`src/rtl/sst_pkg.sv`:
```
// ----------------------------------------------------------------------------
// sst_pkg
// Shared types and constants for the sorted score table.
// ----------------------------------------------------------------------------
package sst_pkg;

  localparam int Depth     = 16;
  localparam int IdBits    = 32;
  localparam int ScoreBits = 31;
  localparam int IdxBits   = $clog2(Depth);
  localparam int CntBits   = $clog2(Depth + 1);

  typedef logic [IdBits-1:0]    id_t;
  typedef logic [ScoreBits-1:0] score_t;
  typedef logic [IdxBits-1:0]   idx_t;
  typedef logic [CntBits-1:0]   cnt_t;

  typedef enum logic [2:0] {
    FUNC_ADD    = 3'd0,
    FUNC_RAISE  = 3'd1,
    FUNC_POP    = 3'd2,
    FUNC_REMOVE = 3'd3,
    FUNC_CLEAR  = 3'd4,
    FUNC_QUERY  = 3'd5
  } func_t;

  typedef enum logic [1:0] {
    ST_IDLE,
    ST_FIND,
    ST_APPLY,
    ST_OUT
  } state_t;

  // controller to datapath
  typedef struct packed {
    logic load;
    logic find;
    logic apply;
  } cmd_t;

endpackage

```
`src/rtl/sst_datapath.sv`:
```
// ----------------------------------------------------------------------------
// sst_datapath
// Entry table with parallel compares: lookup, then one remove/insert/move.
// ----------------------------------------------------------------------------
module sst_datapath (
  input  logic               clk,
  input  logic               rst,
  input  sst_pkg::cmd_t      cmd,
  input  logic [2:0]         func_in,
  input  sst_pkg::id_t       id_in,
  input  logic [31:0]        amount_in,
  output logic               res_pos_valid,
  output sst_pkg::cnt_t      res_pos,
  output logic               res_top_valid,
  output sst_pkg::id_t       res_top_id,
  output sst_pkg::score_t    res_top_score,
  output sst_pkg::cnt_t      res_count
);

  localparam int N = sst_pkg::Depth;
  localparam int W = sst_pkg::ScoreBits;

  sst_pkg::id_t    ids    [N];
  sst_pkg::score_t scores [N];
  sst_pkg::cnt_t   count;

  logic [2:0]       func_r;
  sst_pkg::id_t     id_r;
  logic             neg_r;
  logic [31:0]      mag_r;

  // lookup results
  logic             hit;
  sst_pkg::idx_t    hit_idx;
  sst_pkg::score_t  hit_score;
  sst_pkg::score_t  top_score_r;

  logic             find_hit;
  sst_pkg::idx_t    find_idx;
  sst_pkg::score_t  find_score;

  // apply plan
  logic             do_rem, do_ins, pos_valid;
  sst_pkg::idx_t    rem_idx;
  sst_pkg::score_t  new_score;
  logic             up_tie;
  sst_pkg::cnt_t    pos;

  logic [N-1:0]     match;
  logic [W-1:0]     mag_clip;

  // shifted views for remove and insert
  sst_pkg::cnt_t    cnt_after;
  sst_pkg::cnt_t    ins_pos;
  logic [N-1:0]     ge;
  sst_pkg::id_t     iv          [N];
  sst_pkg::score_t  sv          [N];
  sst_pkg::id_t     ids_next    [N];
  sst_pkg::score_t  scores_next [N];

  always_comb begin
    for (int i = 0; i < N; i++) begin
      match[i] = (sst_pkg::cnt_t'(i) < count) && (ids[i] == id_r);
    end
  end

  always_comb begin
    find_hit   = 1'b0;
    find_idx   = '0;
    find_score = '0;
    for (int i = N - 1; i >= 0; i--) begin
      if (match[i]) begin
        find_hit   = 1'b1;
        find_idx   = sst_pkg::idx_t'(i);
        find_score = scores[i];
      end
    end
  end

  function automatic sst_pkg::score_t sat(input logic [W-1:0] a, input logic [31:0] m);
    logic [32:0] s;
    logic [32:0] mx;
    s  = 33'(a) + 33'(m);
    mx = 33'({W{1'b1}});
    sat = (s > mx) ? {W{1'b1}} : s[W-1:0];
  endfunction

  always_comb begin
    mag_clip = (mag_r > 32'({W{1'b1}})) ? {W{1'b1}} : mag_r[W-1:0];
  end

  // insert position is computed over the table with the removed entry gone
  always_comb begin
    for (int i = 0; i < N - 1; i++) begin
      if (do_rem && sst_pkg::idx_t'(i) >= rem_idx) begin
        iv[i] = ids[i+1];
        sv[i] = scores[i+1];
      end else begin
        iv[i] = ids[i];
        sv[i] = scores[i];
      end
    end
    iv[N-1] = ids[N-1];
    sv[N-1] = scores[N-1];
  end

  always_comb begin
    cnt_after = count - sst_pkg::cnt_t'(do_rem);
  end

  always_comb begin
    for (int i = 0; i < N; i++) begin
      ge[i] = (sst_pkg::cnt_t'(i) < cnt_after) && (sv[i] >= new_score);
    end
    ins_pos = '0;
    for (int i = 0; i < N; i++) begin
      if (ge[i] && !(up_tie && sv[i] == new_score)) ins_pos = sst_pkg::cnt_t'(i + 1);
    end
  end

  always_comb begin
    ids_next[0]    = iv[0];
    scores_next[0] = sv[0];
    if (do_ins && ins_pos == '0) begin
      ids_next[0]    = id_r;
      scores_next[0] = new_score;
    end
    for (int i = 1; i < N; i++) begin
      ids_next[i]    = iv[i];
      scores_next[i] = sv[i];
      if (do_ins && sst_pkg::cnt_t'(i) == ins_pos) begin
        ids_next[i]    = id_r;
        scores_next[i] = new_score;
      end else if (do_ins && sst_pkg::cnt_t'(i) > ins_pos) begin
        ids_next[i]    = iv[i-1];
        scores_next[i] = sv[i-1];
      end
    end
  end

  always_ff @(posedge clk) begin
    if (rst) begin
      count <= '0;
    end else begin
      if (cmd.load) begin
        func_r <= func_in;
        id_r   <= id_in;
        neg_r  <= amount_in[31];
        mag_r  <= amount_in[31] ? (~amount_in + 32'd1) : amount_in;
      end
      if (cmd.find) begin
        hit         <= find_hit;
        hit_idx     <= find_idx;
        hit_score   <= find_score;
        top_score_r <= scores[0];
        if (func_r == sst_pkg::FUNC_RAISE && neg_r) mag_r <= '0;
      end
      if (cmd.apply) begin
        for (int i = 0; i < N; i++) begin
          ids[i]    <= ids_next[i];
          scores[i] <= scores_next[i];
        end
        if (func_r == sst_pkg::FUNC_CLEAR) count <= '0;
        else count <= cnt_after + sst_pkg::cnt_t'(do_ins);
        res_pos_valid <= pos_valid;
        res_pos       <= pos_valid ? pos : '0;
      end
    end
  end

  // plan the operation from lookup results
  always_comb begin
    do_rem    = 1'b0;
    do_ins    = 1'b0;
    pos_valid = 1'b0;
    rem_idx   = hit_idx;
    new_score = '0;
    up_tie    = 1'b0;
    pos       = '0;
    case (func_r)
      sst_pkg::FUNC_ADD: begin
        if (mag_r != '0) begin
          if (hit) begin
            pos_valid = 1'b1;
            do_rem    = 1'b1;
            if (!neg_r) begin
              new_score = sat(hit_score, mag_r);
              do_ins = 1'b1;
              up_tie = 1'b1;
            end else if (mag_r >= 32'(hit_score)) begin
              pos = sst_pkg::cnt_t'(hit_idx);
            end else begin
              new_score = hit_score - mag_r[W-1:0];
              do_ins = 1'b1;
            end
          end else if (!neg_r) begin
            pos_valid = 1'b1;
            do_ins    = 1'b1;
            new_score = mag_clip;
            if (count == sst_pkg::cnt_t'(N)) begin
              do_rem  = 1'b1;
              rem_idx = sst_pkg::idx_t'(N - 1);
            end
          end
        end
      end
      sst_pkg::FUNC_RAISE: begin
        if (hit) begin
          if (!(mag_r == '0 && hit_score == top_score_r)) begin
            pos_valid = 1'b1;
            do_rem    = 1'b1;
            do_ins    = 1'b1;
            up_tie    = 1'b1;
            new_score = sat(top_score_r, mag_r);
          end
        end else if (count == '0) begin
          if (mag_r != '0) begin
            pos_valid = 1'b1;
            do_ins    = 1'b1;
            new_score = mag_clip;
          end
        end else begin
          pos_valid = 1'b1;
          do_ins    = 1'b1;
          new_score = sat(top_score_r, mag_r);
          if (count == sst_pkg::cnt_t'(N)) begin
            do_rem  = 1'b1;
            rem_idx = sst_pkg::idx_t'(N - 1);
          end
        end
      end
      sst_pkg::FUNC_POP: begin
        if (count != '0) begin
          pos_valid = 1'b1;
          do_rem    = 1'b1;
          rem_idx   = '0;
        end
      end
      sst_pkg::FUNC_REMOVE: begin
        if (hit) begin
          pos_valid = 1'b1;
          do_rem    = 1'b1;
          pos       = sst_pkg::cnt_t'(hit_idx);
        end
      end
      default: ;
    endcase
    if (do_ins) pos = ins_pos;
  end

  assign res_count     = count;
  assign res_top_valid = (count != '0);
  assign res_top_id    = (count != '0) ? ids[0] : '0;
  assign res_top_score = (count != '0) ? scores[0] : '0;

endmodule

```
`src/rtl/sst_ctrl.sv`:
```
// ----------------------------------------------------------------------------
// sst_ctrl
// Sequencer: load, lookup, apply, present result.
// ----------------------------------------------------------------------------
module sst_ctrl (
  input  logic          clk,
  input  logic          rst,
  input  logic          in_valid,
  output logic          in_ready,
  output logic          out_valid,
  input  logic          out_ready,
  output sst_pkg::cmd_t cmd
);

  sst_pkg::state_t state, state_next;

  always_ff @(posedge clk) begin
    if (rst) state <= sst_pkg::ST_IDLE;
    else state <= state_next;
  end

  always_comb begin
    state_next = state;
    cmd        = '0;
    in_ready   = 1'b0;
    out_valid  = 1'b0;
    case (state)
      sst_pkg::ST_IDLE: begin
        in_ready = 1'b1;
        if (in_valid) begin
          cmd.load   = 1'b1;
          state_next = sst_pkg::ST_FIND;
        end
      end
      sst_pkg::ST_FIND: begin
        cmd.find   = 1'b1;
        state_next = sst_pkg::ST_APPLY;
      end
      sst_pkg::ST_APPLY: begin
        cmd.apply  = 1'b1;
        state_next = sst_pkg::ST_OUT;
      end
      sst_pkg::ST_OUT: begin
        out_valid = 1'b1;
        if (out_ready) state_next = sst_pkg::ST_IDLE;
      end
      default: state_next = sst_pkg::ST_IDLE;
    endcase
  end

endmodule

```
`src/rtl/sorted_score_table_top.sv`:
```
// ----------------------------------------------------------------------------
// sorted_score_table_top
// Bounded table of (id, score) entries kept in descending score order.
// each input word passes load, lookup and apply, then its result word is held
// until taken; a new input word is accepted only after that result is taken
// reset: synchronous, empties the table; entry contents stay undefined
// ----------------------------------------------------------------------------
module sorted_score_table_top (
  input  logic         clk,
  input  logic         rst,
  input  logic         s_tvalid,
  output logic         s_tready,
  input  logic [71:0]  s_tdata,   // func[2:0], id[34:3], amount[66:35]
  output logic         m_tvalid,
  input  logic         m_tready,
  output logic [79:0]  m_tdata    // position_valid, position, top_valid, top_id,
                                  // top_score, entry_count
);

  sst_pkg::cmd_t   cmd;
  logic            pv, tv;
  sst_pkg::cnt_t   pos, cnt;
  sst_pkg::id_t    tid;
  sst_pkg::score_t tsc;

  sst_ctrl u_ctrl (
    .clk(clk), .rst(rst),
    .in_valid(s_tvalid), .in_ready(s_tready),
    .out_valid(m_tvalid), .out_ready(m_tready),
    .cmd(cmd)
  );

  sst_datapath u_dp (
    .clk(clk), .rst(rst), .cmd(cmd),
    .func_in(s_tdata[2:0]), .id_in(s_tdata[34:3]), .amount_in(s_tdata[66:35]),
    .res_pos_valid(pv), .res_pos(pos), .res_top_valid(tv),
    .res_top_id(tid), .res_top_score(tsc), .res_count(cnt)
  );

  assign m_tdata = {5'd0, cnt, tsc, tid, tv, pos, pv};

endmodule

```
`config.mk`:
```
export PLATFORM = sky130hd
export DESIGN_NAME = sorted_score_table_top
export DESIGN_NICKNAME = d
export VERILOG_FILES = /design/src/rtl/sst_pkg.sv /design/src/rtl/sst_datapath.sv /design/src/rtl/sst_ctrl.sv /design/src/rtl/sorted_score_table_top.sv
export SDC_FILE = /design/constraint.sdc
export NUM_CORES = 2
export LEC_CHECK = 0
export BUFFER_PORTS_ARGS = -buffer_cell sky130_fd_sc_hd__clkbuf_2
export CELL_PAD_IN_SITES_DETAIL_PLACEMENT = 0
export CELL_PAD_IN_SITES_GLOBAL_PLACEMENT = 1
export CORE_MARGIN = 5
export CORE_UTILIZATION = 30
export CTS_BUF_LIST = sky130_fd_sc_hd__clkbuf_2 sky130_fd_sc_hd__clkbuf_4 sky130_fd_sc_hd__clkbuf_8
export DETAILED_ROUTE_END_ITERATION = 7
export PLACE_DENSITY_LB_ADDON = 0.1
export RECOVER_POWER = 50
export SYNTH_ARGS = -nofsm -noshare
export SYNTH_HDL_FRONTEND = slang
export SYNTH_SLANG_ARGS = --single-unit
```
`constraint.sdc`:
```
create_clock -name clk -period 87.3 [get_ports clk]
set_input_delay 4.365 -clock clk [delete_from_list [all_inputs] [get_ports clk]]
set_output_delay 4.365 -clock clk [all_outputs]
set_load 0.005 [all_outputs]
```
==> implementation parameters <==
Parameter                              Value

Final layout
  Sequential cell area    roughly 0.035 mm^2
  Area of combinational cells with multiple inputs    0.0576 mm^2
  Layout Utilization    33.2%
  Fraction of final layout cells with drive strength greater than 1    10.4%
  Number of inserted filler cells in the final layout    about 34,000
  Nets    11,600
  Area growth syn-to-layout    10.7%

Clock network
  TritonCTS clock tree    built
  CTS Hold Buffers Added    0
  Insertion delay of the later-clocked pin in the worst-skew pair    1.06 ns
  Post-CTS setup buffers    0
  Deepest level of the CTS H-tree    5
  Number of buffers added by the clock tree synthesis step    264
  Number of gates given a new drive strength after cts    0
  Clock sink count    1,156
  Maximum root-to-sink buffer count    4
  Clock tree root buffer cell    clkbuf_8
  Clock-pin transition on the worst setup and hold timing paths    0.07 ns

Die
  Height of the die    between 500 and 600 um
  Ports    158
  Placement row count    209
  Die ar.    around 0.34 mm^2
  DIE WIDTH    579 um
  Standard cell core area    0.323 mm^2
  Effective utilization at floorplan    30.0%

Timing
  Unrepaired setup endpoints after global routing    false
  Setup Skew    0.109 ns
  Post-layout minimum cycle time    16.56 ns
  Max-Slew Margin vs Limit    -468%
  Actual transition at the worst max-transition pin    8.52 ns
  Number of pins with negative max-slew slack in the final report    1,405
  Maximum achievable frequency    0.0604 GHz
  Hold Fails Final Rpt    0
  Final clock period utilization by the worst path    19.0%
  Final-layout setup total negative slack    0 ns
  Total of endpoints with negative setup slack in the final report    0

Critical path
  Arr. time, crit path    around 17 ns
  Required arrival time at the worst endpoint    87.94 ns
  Worst reg-to-reg setup slack    72.94 ns
  Cell count of the worst reg-to-reg path    29
  End point of the critical path    u_dp.ids[1][211]
  Worst reg2reg path endpoint    u_dp.ids[1][78]
  Worst setup path startpoint    rst
  Crit Path Class    input pin to flop
  Largest fanout of any net on the critical path    74
  Type of element launching the critical path    input pin
  Critical register-to-register path startpoint    u_dp.res_count[1]
  Nature of the critical path endpoint    flop

Detailed routing
  Final ANT Viol Nets    0
  Number of DRC markers in iteration 0    6,894
  Pre-Repair DR Iteration Count    6
  Routed length per placed instance    29.0 um
  DRC violations left    0
  Overall routed net length    about 450,000 um
  Detailed-route via count    86,800
  Drt via density    between 5 and 6

Global routing
  Via count of the first global-routing pass    about 87,000
  Initial antenna violation count    15
  Grt ovf    0
  First-pass GRT wire length    637,000 um
  Pin count of the biggest net entering global routing    141
  Global Route Usage Sum    25.6%

Flow run
  Max cap viols    29

Place
  DPL Wire Length    332,000 um
  Routability-driven placement congestion ratio    a little under 0.9
  Count of input and output buffers    147

Synth
  Predominant post-synthesis flop cell    edfxtp_1
  Total of warnings raised by yosys    0
  Part of the Yosys area used for sequential elements    35.7%
  Cell count after synthesis    11,100
  Synth unique cells    100
  Area of the mapped netlist    0.0972 mm^2
  Mean area per synthesized cell    approximately 8.8 um^2
  Async set or reset register ratio after synthesis    0%
  Post-synthesis sequential element count    1,156
  Number of enable flip-flop cells after synthesis    1,149

Power and ir drop
  Cell area power density    29.1 mW/mm^2
  Standby leakage power    0.0410 uW
  Maximum VDD drop    0.0278 mV

Run status
  Violations in the final reports    max-capacitance violations, max-slew violations
  Run status    complete, but fails checks

Min path
  Worst hold path depth    0
  Path class of the lowest-slack min-delay path    flop to flop
==> registers in the layout, summed over array words and instances (netlist names) <==
| signal | flops |
|---|---|
| u_ctrl.state | 2 |
| u_dp.neg_r | 1 |
| u_dp.hit | 1 |
| u_dp.hit_idx | 4 |
| u_dp.id_r | 32 |
| u_dp.scores | 496 |
| u_dp.res_pos_valid | 1 |
| u_dp.ids | 512 |
| u_dp.mag_r | 32 |
| u_dp.func_r | 3 |
| u_dp.hit_score | 31 |
| u_dp.top_score_r | 31 |
| u_dp.res_count | 5 |
| u_dp.res_pos | 5 |
==> final cells by class <==
cell class,count,area share [%]
multi-input combinational,8453,53.5
tap,4325,5.03
sequential,1156,32.2
clock inverter,91,0.451
inverter,613,2.14
clock buffer,366,4.14
antenna,7,0.0163
timing repair buffer,428,2.49
==> synthesized netlist by cell type, types with 54 or more instances <==
| master | n | area, um^2 |
|---|---|---|
| xnor2_1 | 320 | 2800 |
| nand3_1 | 114 | 571 |
| and2_1 | 76 | 475 |
| o221ai_1 | 76 | 666 |
| mux2_2 | 208 | 2340 |
| edfxtp_1 | 1149 | 34500 |
| nor2_1 | 871 | 3270 |
| ha_1 | 628 | 7860 |
| a31oi_1 | 85 | 532 |
| nand4_1 | 178 | 1110 |
| mux2i_1 | 715 | 7160 |
| xor2_1 | 332 | 2910 |
| nor4_1 | 107 | 669 |
| o21a_1 | 67 | 503 |
| or3_1 | 59 | 369 |
| nand2_1 | 1274 | 4780 |
| inv_1 | 607 | 2280 |
| clkbuf_1 | 590 | 2210 |
| buf_2 | 163 | 816 |
| buf_1 | 80 | 300 |
| a21oi_1 | 932 | 4660 |
| o22ai_1 | 119 | 744 |
| o22a_1 | 56 | 490 |
| a221oi_1 | 54 | 473 |
| a211oi_1 | 103 | 773 |
| o21ai_0 | 785 | 3930 |
| o211ai_1 | 308 | 2310 |
| a21o_1 | 111 | 833 |
| nor3_1 | 99 | 495 |
| o31ai_1 | 168 | 1260 |
==> layout by cell type, fill, tap and decap left out, types with 208 or more instances in the layout <==
cell,synthesis,layout
mux2i_1,715,715
nor2_1,871,858
clkbuf_8,0,272
inv_1,607,606
ha_1,628,628
xnor2_1,320,320
nand2_1,1274,1265
mux2_2,208,208
o211ai_1,308,308
a21oi_1,932,914
xor2_1,332,332
buf_4,15,250
edfxtp_1,1149,1149
o21ai_0,785,784
==> worst max-delay path, stage by stage <==
cell and delay (ns):
clkbuf_2 0.08, clkbuf_1 0.74, nor2b_4 0.29, clkbuf_1 1.37
clkbuf_1 2.73, clkbuf_1 2.30, clkbuf_1 3.34, buf_4 1.00
buf_4 0.83
==> where the power goes <==
| part | internal (uW) | switching (uW) | total [uW] |
|---|---|---|---|
| Combinational | 534 | 1060 | 1600 |
| Clock | 331 | 296 | 628 |
| Sequential | 796 | 108 | 904 |
| Total | 1660 | 1470 | 3130 |
==> kinds of logic (layout without fill, tap and decap cells) <==
kind of cell,after synthesis,in the layout,synth area share (%)
buffers and inverters,1462,1498,5.92
XOR/XNOR,652,652,5.88
AO/OA/AOI/OAI,3231,3231,20.9
other,1,12,0.00386
adder cells (fa/ha/maj),631,631,8.15
multiplexers,923,923,9.78
AND/OR/NAND/NOR,3011,3011,13.7
flip-flops,1156,1156,35.7
==> metal layers <==
metal	global-route usage, %	up-vias	wire, um
li1	-	40400	-
met1	33.3	43400	194000
met5	0	-	59
met2	44.3	2453	216000
met3	2.44	628	19900
met4	9.01	8	17500
==> metrics by stage <==
step                      setup WS, ns  area (um^2)  hold WS, ns  total power, uW  cells
after global routing             70.15       108000        0.455             3330  15400
after detailed placement         74.92       103000        0.439             2490  15000
after CTS                        74.89       108000        0.437             3140  15400
final                            70.74       108000        0.437             3130  15400
after floorplan                  36.05        97200        0.426             2030  11100
after global placement           74.83       103000        0.435             2470  15000
==> worst min-delay path by stage <==
stage / end / start / slack, ns
CTS: u_dp.top_score_r[21] / u_dp.scores[0][21] / 0.44
floorplan: u_dp.top_score_r[10] / u_dp.scores[0][10] / 0.43
finish: u_dp.top_score_r[21] / u_dp.scores[0][21] / 0.44
global route: u_dp.top_score_r[21] / u_dp.scores[0][21] / 0.46
detailed placement: u_dp.top_score_r[23] / u_dp.scores[0][23] / 0.44
global placement: u_dp.top_score_r[23] / u_dp.scores[0][23] / 0.43
(Power assumes the default switching activity.)
